File: src/hdl/skf_pkg.sv
// ----------------------------------------------------------------------------
// skf_pkg
// Shared constants, types and width helpers for the scalar Kalman filter.
// ----------------------------------------------------------------------------
package skf_pkg;

  localparam int FRAC_BITS_DEF = 16;
  localparam int MEAS_W        = 16;
  localparam int EST_W         = 16;
  localparam int STATE_W       = 32;
  localparam int CFG_W         = 32;
  localparam int CFG_IDX_W     = 2;
  localparam int CHUNK_W       = 16;
  localparam int CHUNK_LG      = 4;
  localparam int CHUNK_IDX_W   = 2;

  localparam logic [CFG_IDX_W-1:0] CFG_PROC_NOISE = 2'd0;
  localparam logic [CFG_IDX_W-1:0] CFG_MEAS_NOISE = 2'd1;

  localparam logic [CFG_W-1:0] NOISE_RST = 32'h0001_0000;

  // Magnitude width of the innovation meas*2^F - X
  function automatic int mag_width(input int f);
    int a;
    a = (15 + f > 31) ? 15 + f : 31;
    return a + 2;
  endfunction

  function automatic int mag_chunks(input int f);
    return (mag_width(f) + CHUNK_W - 1) / CHUNK_W;
  endfunction

  localparam int COV_CHUNKS = STATE_W / CHUNK_W;

  typedef enum logic [3:0] {
    ST_IDLE,
    ST_PM,
    ST_DEN,
    ST_DIV,
    ST_MULX,
    ST_MULP,
    ST_DRAIN,
    ST_UPD,
    ST_OUT
  } state_t;

  typedef struct packed {
    logic                   load;
    logic                   pm;
    logic                   den;
    logic                   div;
    logic                   mul;
    logic                   mul_cov;
    logic [CHUNK_IDX_W-1:0] chunk;
    logic                   upd;
    logic                   out_load;
  } cmd_t;

endpackage

File: src/hdl/skf_ctrl.sv
// ----------------------------------------------------------------------------
// skf_ctrl
// Sequencer: steps the datapath through prediction, gain division,
// chunked multiplies, update and output load; owns the handshakes.
// ----------------------------------------------------------------------------
module skf_ctrl #(
  parameter int FRAC_BITS = skf_pkg::FRAC_BITS_DEF
) (
  input  logic          clk,
  input  logic          rst_n,
  input  logic          in_valid,
  output logic          in_stall,
  output logic          out_valid,
  input  logic          out_stall,
  output skf_pkg::cmd_t cmd
);

  localparam int NX    = skf_pkg::mag_chunks(FRAC_BITS);
  localparam int NP    = skf_pkg::COV_CHUNKS;
  localparam int CNT_W = $clog2(FRAC_BITS + 1);

  skf_pkg::state_t state_r, state_nxt;
  logic [CNT_W-1:0] cnt_r, cnt_nxt;
  logic             out_valid_r;

  always_ff @(posedge clk) begin
    if (!rst_n) begin
      state_r     <= skf_pkg::ST_IDLE;
      cnt_r       <= '0;
      out_valid_r <= 1'b0;
    end else begin
      state_r <= state_nxt;
      cnt_r   <= cnt_nxt;
      if (cmd.out_load) begin
        out_valid_r <= 1'b1;
      end else if (!out_stall) begin
        out_valid_r <= 1'b0;
      end
    end
  end

  // next state
  always_comb begin
    state_nxt = state_r;
    cnt_nxt   = cnt_r;
    case (state_r)
      skf_pkg::ST_IDLE: begin
        if (in_valid) begin
          state_nxt = skf_pkg::ST_PM;
        end
      end
      skf_pkg::ST_PM: begin
        state_nxt = skf_pkg::ST_DEN;
      end
      skf_pkg::ST_DEN: begin
        state_nxt = skf_pkg::ST_DIV;
        cnt_nxt   = '0;
      end
      skf_pkg::ST_DIV: begin
        if (cnt_r == CNT_W'(FRAC_BITS)) begin
          state_nxt = skf_pkg::ST_MULX;
          cnt_nxt   = '0;
        end else begin
          cnt_nxt = cnt_r + 1'b1;
        end
      end
      skf_pkg::ST_MULX: begin
        if (cnt_r == CNT_W'(NX - 1)) begin
          state_nxt = skf_pkg::ST_MULP;
          cnt_nxt   = '0;
        end else begin
          cnt_nxt = cnt_r + 1'b1;
        end
      end
      skf_pkg::ST_MULP: begin
        if (cnt_r == CNT_W'(NP - 1)) begin
          state_nxt = skf_pkg::ST_DRAIN;
          cnt_nxt   = '0;
        end else begin
          cnt_nxt = cnt_r + 1'b1;
        end
      end
      skf_pkg::ST_DRAIN: begin
        state_nxt = skf_pkg::ST_UPD;
      end
      skf_pkg::ST_UPD: begin
        state_nxt = skf_pkg::ST_OUT;
      end
      skf_pkg::ST_OUT: begin
        // hold until the output register is free or being drained
        if (!out_valid_r || !out_stall) begin
          state_nxt = skf_pkg::ST_IDLE;
        end
      end
      default: begin
        state_nxt = skf_pkg::ST_IDLE;
      end
    endcase
  end

  // outputs
  always_comb begin
    cmd          = '0;
    cmd.chunk    = cnt_r[skf_pkg::CHUNK_IDX_W-1:0];
    in_stall     = 1'b1;
    case (state_r)
      skf_pkg::ST_IDLE: begin
        in_stall = 1'b0;
        cmd.load = in_valid;
      end
      skf_pkg::ST_PM:   cmd.pm  = 1'b1;
      skf_pkg::ST_DEN:  cmd.den = 1'b1;
      skf_pkg::ST_DIV:  cmd.div = 1'b1;
      skf_pkg::ST_MULX: cmd.mul = 1'b1;
      skf_pkg::ST_MULP: begin
        cmd.mul     = 1'b1;
        cmd.mul_cov = 1'b1;
      end
      skf_pkg::ST_DRAIN: begin
      end
      skf_pkg::ST_UPD:  cmd.upd = 1'b1;
      skf_pkg::ST_OUT:  cmd.out_load = !out_valid_r || !out_stall;
      default: begin
      end
    endcase
  end

  assign out_valid = out_valid_r;

`ifndef SYNTH
  a_accept_then_busy: assert property (@(posedge clk) disable iff (!rst_n)
    (in_valid && !in_stall) |=> in_stall)
    else $error("input taken while a transfer is in progress");

  a_no_overwrite: assert property (@(posedge clk) disable iff (!rst_n)
    cmd.out_load |-> (!out_valid_r || !out_stall))
    else $error("stalled result overwritten");

  a_cmd_exclusive: assert property (@(posedge clk) disable iff (!rst_n)
    $onehot0({cmd.load, cmd.pm, cmd.den, cmd.div, cmd.mul, cmd.upd, cmd.out_load}))
    else $error("datapath commands overlap");

  a_load_then_result: assert property (@(posedge clk) disable iff (!rst_n)
    cmd.out_load |=> out_valid)
    else $error("loaded result not presented");
`endif

endmodule

File: src/hdl/skf_dp.sv
// ----------------------------------------------------------------------------
// skf_dp
// Datapath: noise registers, estimate and covariance state, restoring
// divider for the gain, shared chunked multiplier with two accumulators,
// update with saturation and the rounded output register.
// ----------------------------------------------------------------------------
module skf_dp #(
  parameter int FRAC_BITS = skf_pkg::FRAC_BITS_DEF
) (
  input  logic                                clk,
  input  logic                                rst_n,
  input  skf_pkg::cmd_t                       cmd,
  input  logic signed [skf_pkg::MEAS_W-1:0]   in_measurement,
  input  logic                                cfg_we,
  input  logic        [skf_pkg::CFG_IDX_W-1:0] cfg_index,
  input  logic        [skf_pkg::CFG_W-1:0]    cfg_wdata,
  output logic signed [skf_pkg::EST_W-1:0]    out_estimate
);

  localparam int SW     = skf_pkg::STATE_W;
  localparam int CW     = skf_pkg::CHUNK_W;
  localparam int GW     = FRAC_BITS + 1;
  localparam int MAG_W  = skf_pkg::mag_width(FRAC_BITS);
  localparam int INN_W  = MAG_W + 1;
  localparam int NX     = skf_pkg::mag_chunks(FRAC_BITS);
  localparam int MAGP_W = NX * CW;
  localparam int PROD_W = GW + CW;
  localparam int ACCX_W = GW + MAGP_W;
  localparam int ACCP_W = GW + SW;
  localparam int DW     = ACCX_W - FRAC_BITS;
  localparam int SUM_W  = DW + 2;
  localparam int DEN_W  = SW + 1;
  localparam int REM_W  = SW + 2;
  localparam int RND_W  = SW + 1;

  localparam logic [GW-1:0]     ONE    = GW'(1) << FRAC_BITS;
  localparam logic [ACCX_W-1:0] HALF_X = ACCX_W'(1) << (FRAC_BITS - 1);
  localparam logic [ACCP_W-1:0] HALF_P = ACCP_W'(1) << (FRAC_BITS - 1);
  localparam logic [RND_W-1:0]  HALF_R = RND_W'(1) << (FRAC_BITS - 1);

  logic        [SW-1:0]    q_r, r_r, p_r, pm_r;
  logic signed [SW-1:0]    x_r, xn_r;
  logic signed [skf_pkg::MEAS_W-1:0] meas_r;
  logic        [DEN_W-1:0] den_r;
  logic        [REM_W-1:0] rem_r;
  logic        [GW-1:0]    gain_r;
  logic signed [INN_W-1:0] inn_r;
  logic        [MAGP_W-1:0] mag_r;
  logic                    neg_r;
  logic        [PROD_W-1:0] prod_r;
  logic                    prod_vld_r, prod_cov_r;
  logic [skf_pkg::CHUNK_IDX_W-1:0] prod_k_r;
  logic        [ACCX_W-1:0] accx_r;
  logic        [ACCP_W-1:0] accp_r;
  logic signed [skf_pkg::EST_W-1:0] est_r;

  // combinational helpers
  logic [SW:0]             pq_sum;
  logic [SW-1:0]           pm_nxt;
  logic signed [INN_W-1:0] inn_nxt;
  logic [INN_W-1:0]        inn_abs;
  logic                    div_take;
  logic [REM_W-1:0]        rem_nxt;
  logic [GW-1:0]           op_a;
  logic [CW-1:0]           op_b;
  logic [skf_pkg::CHUNK_LG+skf_pkg::CHUNK_IDX_W-1:0] sh_cmd, sh_acc;
  logic signed [SUM_W-1:0] dmag, xsum;
  logic signed [SW-1:0]    x_nxt;
  logic signed [RND_W-1:0] rnd, rsh;
  logic signed [skf_pkg::EST_W-1:0] est_nxt;

  always_comb begin
    pq_sum  = {1'b0, p_r} + {1'b0, q_r};
    pm_nxt  = pq_sum[SW] ? '1 : pq_sum[SW-1:0];
    inn_nxt = (INN_W'(meas_r) <<< FRAC_BITS) - INN_W'(x_r);
    inn_abs = inn_r[INN_W-1] ? -inn_r : inn_r;

    // a zero divisor gives a zero gain
    div_take = (den_r != '0) && (rem_r >= REM_W'(den_r));
    rem_nxt  = (div_take ? rem_r - REM_W'(den_r) : rem_r) << 1;

    sh_cmd = {cmd.chunk, skf_pkg::CHUNK_LG'(0)};
    sh_acc = {prod_k_r, skf_pkg::CHUNK_LG'(0)};
    op_a   = cmd.mul_cov ? ONE - gain_r : gain_r;
    op_b   = cmd.mul_cov ? CW'(pm_r >> sh_cmd) : CW'(mag_r >> sh_cmd);

    dmag  = SUM_W'(accx_r >> FRAC_BITS);
    xsum  = SUM_W'(x_r) + (neg_r ? -dmag : dmag);
    if (xsum[SUM_W-1:SW-1] != '0 && xsum[SUM_W-1:SW-1] != '1) begin
      x_nxt = xsum[SUM_W-1] ? {1'b1, {(SW-1){1'b0}}} : {1'b0, {(SW-1){1'b1}}};
    end else begin
      x_nxt = xsum[SW-1:0];
    end

    rnd = RND_W'(xn_r) + HALF_R;
    rsh = rnd >>> FRAC_BITS;
    if (rsh[RND_W-1:skf_pkg::EST_W-1] != '0 && rsh[RND_W-1:skf_pkg::EST_W-1] != '1) begin
      est_nxt = rsh[RND_W-1] ? {1'b1, {(skf_pkg::EST_W-1){1'b0}}}
                             : {1'b0, {(skf_pkg::EST_W-1){1'b1}}};
    end else begin
      est_nxt = rsh[skf_pkg::EST_W-1:0];
    end
  end

  // configuration and filter state
  always_ff @(posedge clk) begin
    if (!rst_n) begin
      q_r <= skf_pkg::NOISE_RST;
      r_r <= skf_pkg::NOISE_RST;
      x_r <= '0;
      p_r <= '0;
    end else if (cfg_we) begin
      case (cfg_index)
        skf_pkg::CFG_PROC_NOISE: begin
          q_r <= cfg_wdata;
          x_r <= '0;
          p_r <= '0;
        end
        skf_pkg::CFG_MEAS_NOISE: begin
          r_r <= cfg_wdata;
          x_r <= '0;
          p_r <= '0;
        end
        default: begin
        end
      endcase
    end else if (cmd.upd) begin
      x_r <= x_nxt;
      p_r <= SW'(accp_r >> FRAC_BITS);
    end
  end

  always_ff @(posedge clk) begin
    if (!rst_n) begin
      prod_vld_r <= 1'b0;
    end else begin
      prod_vld_r <= cmd.mul;
    end
  end

  always_ff @(posedge clk) begin
    if (cmd.load) begin
      meas_r <= in_measurement;
    end
    if (cmd.pm) begin
      pm_r  <= pm_nxt;
      inn_r <= inn_nxt;
    end
    if (cmd.den) begin
      den_r  <= {1'b0, pm_r} + {1'b0, r_r};
      rem_r  <= REM_W'(pm_r);
      gain_r <= '0;
      mag_r  <= MAGP_W'(inn_abs);
      neg_r  <= inn_r[INN_W-1];
      // rounding half folded into the accumulators up front
      accx_r <= HALF_X;
      accp_r <= HALF_P;
    end
    if (cmd.div) begin
      rem_r  <= rem_nxt;
      gain_r <= {gain_r[GW-2:0], div_take};
    end
    if (cmd.mul) begin
      prod_r     <= PROD_W'(op_a) * PROD_W'(op_b);
      prod_cov_r <= cmd.mul_cov;
      prod_k_r   <= cmd.chunk;
    end
    if (prod_vld_r) begin
      if (prod_cov_r) begin
        accp_r <= accp_r + (ACCP_W'(prod_r) << sh_acc);
      end else begin
        accx_r <= accx_r + (ACCX_W'(prod_r) << sh_acc);
      end
    end
    if (cmd.upd) begin
      xn_r <= x_nxt;
    end
    if (cmd.out_load) begin
      est_r <= est_nxt;
    end
  end

  assign out_estimate = est_r;

`ifndef SYNTH
  a_gain_le_one: assert property (@(posedge clk) disable iff (!rst_n)
    cmd.upd |-> (gain_r <= ONE))
    else $error("gain above one");

  a_cov_not_grown: assert property (@(posedge clk) disable iff (!rst_n)
    cmd.upd |=> (p_r <= $past(pm_r)))
    else $error("covariance grew in update");
`endif

endmodule

File: src/hdl/scalar_kalman_filter.sv
// ----------------------------------------------------------------------------
// scalar_kalman_filter
// One-dimensional fixed-point Kalman filter, unit transition and observation.
// ----------------------------------------------------------------------------
// Usage:
//   Input channel in_valid/in_stall carries one signed integer measurement
//   per transfer; output channel out_valid/out_stall returns one rounded,
//   saturated signed estimate per measurement, in order.
//   The cfg_ port writes process noise Q (index 0) or measurement noise R
//   (index 1), Q16.16 by default; any such write also clears the estimate
//   and covariance. Write only while the filter is idle.
//   One item is worked at a time; a new item is taken only after the
//   previous result has been loaded into the output register. The gain
//   divider makes one quotient bit per cycle (FRAC_BITS + 1 bits) and the
//   shared 16-bit-chunk multiplier forms five partial products at the default.
//   The output register holds a result while out_stall is high; the next
//   input is still accepted and worked, and only its final load waits.
//   Reset (rst_n low, synchronous) sets Q = R = 1.0, clears estimate and
//   covariance and empties the output register.
// ----------------------------------------------------------------------------
module scalar_kalman_filter #(
  parameter int FRAC_BITS = skf_pkg::FRAC_BITS_DEF
) (
  input  logic                                 clk,
  input  logic                                 rst_n,
  input  logic                                 in_valid,
  output logic                                 in_stall,
  input  logic signed [skf_pkg::MEAS_W-1:0]    in_measurement,
  output logic                                 out_valid,
  input  logic                                 out_stall,
  output logic signed [skf_pkg::EST_W-1:0]     out_estimate,
  input  logic                                 cfg_we,
  input  logic        [skf_pkg::CFG_IDX_W-1:0] cfg_index,
  input  logic        [skf_pkg::CFG_W-1:0]     cfg_wdata
);

  skf_pkg::cmd_t cmd;

  skf_ctrl #(
    .FRAC_BITS (FRAC_BITS)
  ) u_ctrl (
    .clk       (clk),
    .rst_n     (rst_n),
    .in_valid  (in_valid),
    .in_stall  (in_stall),
    .out_valid (out_valid),
    .out_stall (out_stall),
    .cmd       (cmd)
  );

  skf_dp #(
    .FRAC_BITS (FRAC_BITS)
  ) u_dp (
    .clk            (clk),
    .rst_n          (rst_n),
    .cmd            (cmd),
    .in_measurement (in_measurement),
    .cfg_we         (cfg_we),
    .cfg_index      (cfg_index),
    .cfg_wdata      (cfg_wdata),
    .out_estimate   (out_estimate)
  );

endmodule

File: config.mk
export PLATFORM = sky130hd
export DESIGN_NAME = scalar_kalman_filter
export DESIGN_NICKNAME = d
export VERILOG_FILES = /design/src/hdl/skf_pkg.sv /design/src/hdl/skf_ctrl.sv /design/src/hdl/skf_dp.sv /design/src/hdl/scalar_kalman_filter.sv
export SDC_FILE = /design/constraint.sdc
export NUM_CORES = 2
export LEC_CHECK = 0
export BUFFER_PORTS_ARGS = -buffer_cell sky130_fd_sc_hd__buf_4
export CAP_MARGIN = 25
export CORE_MARGIN = 3
export CORE_UTILIZATION = 60
export CTS_CLUSTER_DIAMETER = 60
export DETAILED_ROUTE_END_ITERATION = 6
export PLACE_DENSITY = 0.85
export SYNTH_ARGS = -nofsm -noshare
export SYNTH_HDL_FRONTEND = slang
export SYNTH_SLANG_ARGS = --single-unit
File: constraint.sdc
create_clock -name clk -period 11.97 [get_ports clk]
set_clock_uncertainty 0.05 [all_clocks]
set_input_delay 0.5985 -clock clk [delete_from_list [all_inputs] [get_ports clk]]
set_output_delay 0.5985 -clock clk [all_outputs]
set_load 0.02 [all_outputs]
==> results.ini <==
[status]
violations=DRC
status=finished with violations

[floorplan]
pin_count=73
core_sq_mm=0.0733
die_x_microns=279
fp.dieArea_sq_mm=0.0778
num_rows=99
die_h_microns=279
initial_core_util_pct=60.9

[logic_synthesis]
synth_ff_type=edfxtp_1
yosysMostFrequentCell=nand2_1
ys_seq_area_share_pct=29.3
avgSynthCellArea_sq_um=8.74
synth_common_cells=nand2_1 (658), inv_1 (396), ha_1 (388)
synth_edf_count=268
syn-num-nets=5772
synth.largest_area_cell=edfxtp_1
async_reset_ff_share_pct=0
synth_area_leaders=edfxtp_1 (18%), dfxtp_1 (11%), ha_1 (11%)
synth_cell_types=96
synth_cells=5115
netlist_area_sq_mm=0.0447
ys_warn_count=0
synth_top_area_share_pct=18.0
ys_ff_latch=521

[routing]
routed_via_density=6.31
drc_errors=15
drt_pass1_iterations=7
vias=38600
ant_nets=0
drt_iter0_markers=4253
wl_microns=127000
wl_per_cell_microns=20.8

[layout]
drive_above_1_share_pct=5.47
nets=5764
final_cells=6121
area_growth_pct=7.62

[cts]
ctsHoldBuffers=0
insertion_delay_ns=0.64
post_cts_buffers=0
clk_path_buf_depth=3
cts_tree=yes
post_cts_resized=0
htree_levels=2
clkSinkCount=521
cts_buffers=59
clk_pin_slew_worst_paths_ns=0.06
root_buffer=clkbuf_16

[critical_path]
critical_path_class=register to register
worst_r2r_endpoint=u_dp.prod_r[32]$_DFFE_PP_
start_kind=register
cp_max_fo=40
cpMostUsedCell=fa_1
worstRegToRegCells=32
r2r_slack_ns=1.94
r2r-start=u_ctrl.state_r[3]$_SDFFE_PN0P_
crit_arrival_ns=10.36
end_kind=register
crit_required_ns=12.30
slowest_stage=inv_2
cpPeakStageDelay_ns=0.74

[place]
dp.cells=6002
place_congestion=1.01
place_hpwl_microns=98400
place_ws_ns=1.97
port_buffers=72

[grt]
grt_max_degree=112
grt_overflow=0
grt_pass1_vias=36800
grt_pass1_wl_microns=199000
top_usage_layer=met2
met3_usage_pct=5.31
track_usage_pct=32.0
grtUsageMet1_pct=42.1
antenna_found_initial=1
use_met2_pct=51.9

[sta]
max_freq_mhz=99.7
slew_violations=0
grt_setup_unrepaired=no
slew_headroom_pct=22.0
period_needed_ns=10.03
finalHoldViolCount=0
setup_tns_ns=0
fin_ws_ns=1.94
final-setup-viol-count=0
post-route-period-util_pct=83.8
tightest_slew_ns=1.17

[hold_path]
holdPathEnd=u_dp.meas_r[11]$_DFFE_PP_
holdCritPathClass=input port to register
holdPathStages=1
hp-start=in_measurement[11]

[run]
cap_violations=0

==> kinds of logic (layout without fill, tap and decap cells) <==
logic type | Yosys count | in the layout | synth area share (%)
multiplexers | 46 | 46 | 1.25
adder cells (fa/ha/maj) | 602 | 602 | 20.4
AO/OA/AOI/OAI | 1359 | 1359 | 19.6
buffers and inverters | 589 | 632 | 5.00
other | 1 | 5 | 0.00839
XOR/XNOR | 376 | 376 | 7.37
AND/OR/NAND/NOR | 1621 | 1621 | 17.0
flip-flops | 521 | 521 | 29.3
==> routing by layer <==
layer	routed length, microns	part of all wire, %
met1	50400	40
met2	57300	45
met3	12500	9.8
met4	6890	5.4
met5	0	0
==> final cells by class <==
cell class	count	area, sq um
clock inverter	27	214
inverter	399	1500
tap	959	1200
antenna	4	10.0
timing repair buffer	121	966
multi-input combinational	4005	29400
clock buffer	85	1670
sequential	521	13100
fill	5769	25200
==> worst max path at each step <==
stage                                end  cells past startpoint  slack, ns                      startpoint
2_1_floorplan  u_dp.prod_r[32]$_DFFE_PP_                     33       1.27  u_ctrl.state_r[3]$_SDFFE_PN0P_
3_3_place_gp   u_dp.prod_r[32]$_DFFE_PP_                     32       2.12  u_ctrl.state_r[3]$_SDFFE_PN0P_
3_5_place_dp   u_dp.prod_r[32]$_DFFE_PP_                     32       1.97  u_ctrl.state_r[3]$_SDFFE_PN0P_
4_1_cts        u_dp.prod_r[32]$_DFFE_PP_                     32       1.98  u_ctrl.state_r[3]$_SDFFE_PN0P_
5_1_grt        u_dp.prod_r[32]$_DFFE_PP_                     32       1.37  u_ctrl.state_r[3]$_SDFFE_PN0P_
6_report       u_dp.prod_r[32]$_DFFE_PP_                     32       1.94  u_ctrl.state_r[3]$_SDFFE_PN0P_
==> sequential cells by signal, summed over array words and instances, names as in the netlist, 17 cells and up <==
register and cells:
u_dp.rem_r 34, u_dp.mag_r 34, u_dp.gain_r 17, u_dp.q_r 32, u_dp.accx_r 65, u_dp.p_r 32
u_dp.r_r 32, u_dp.xn_r 17, u_dp.pm_r 32, u_dp.prod_r 33, u_dp.accp_r 48, u_dp.inn_r 33
u_dp.den_r 33, u_dp.x_r 32
==> stage by stage <==
stage	util (%)	hold slack, ns	area [sq um]
after global routing	65.6	0.0679	48100
after floorplan	-	0.376	44700
final	65.6	0.0906	48100
after global placement	62.9	0.391	46100
after CTS	65.5	0.0673	48000
after detailed placement	62.9	0.402	46100
==> worst max-delay path: cells and delay by family (launching register included) <==
kind | cells | cell delay (ns)
muxes | 1 | 0.63
AOI/OAI and AO/OA | 8 | 1.52
adders and majority gates | 7 | 3.50
DFF | 1 | 0.40
xor gates and xnor gates | 1 | 0.08
and+or+nand+nor | 9 | 2.18
buffers and inverters | 6 | 1.43
==> cell usage in the layout, fill, tap and decap left out, types with 10 or more instances in the layout <==
| master | synthesis | layout |
|---|---|---|
| or4_1 | 23 | 23 |
| nor2_1 | 351 | 347 |
| o211ai_1 | 16 | 16 |
| or2_2 | 16 | 16 |
| a22oi_1 | 39 | 39 |
| nand2b_1 | 56 | 54 |
| ha_1 | 388 | 388 |
| o21a_1 | 33 | 33 |
| o21ai_0 | 296 | 296 |
| o21bai_1 | 47 | 47 |
| a21oi_1 | 349 | 348 |
| dfxtp_1 | 253 | 252 |
| a31oi_1 | 41 | 41 |
| nor2b_1 | 79 | 76 |
| edfxtp_1 | 268 | 268 |
| inv_1 | 396 | 396 |
| a211oi_1 | 25 | 23 |
| a21bo_1 | 10 | 10 |
| o21ai_1 | 15 | 15 |
| nor4_1 | 40 | 40 |
| nand3_1 | 69 | 69 |
| nor3_1 | 72 | 72 |
| nand2_1 | 658 | 657 |
| a21boi_0 | 84 | 84 |
| fa_1 | 214 | 214 |
| or3_1 | 19 | 19 |
| xor2_1 | 129 | 128 |
| clkbuf_1 | 171 | 20 |
| o22ai_1 | 47 | 47 |
| xnor2_1 | 247 | 247 |
| mux2i_1 | 38 | 38 |
| nand4_1 | 52 | 52 |
| buf_4 | 1 | 115 |
| o41ai_1 | 20 | 20 |
| a22o_1 | 24 | 24 |
| and3_1 | 60 | 60 |
| clkbuf_16 | 0 | 62 |
| and2_1 | 76 | 76 |
| o31ai_1 | 33 | 33 |
| a21o_1 | 176 | 175 |
Power is not shown: default switching activity piles up to over one toggle a cycle in this logic, so the estimate is an artifact.
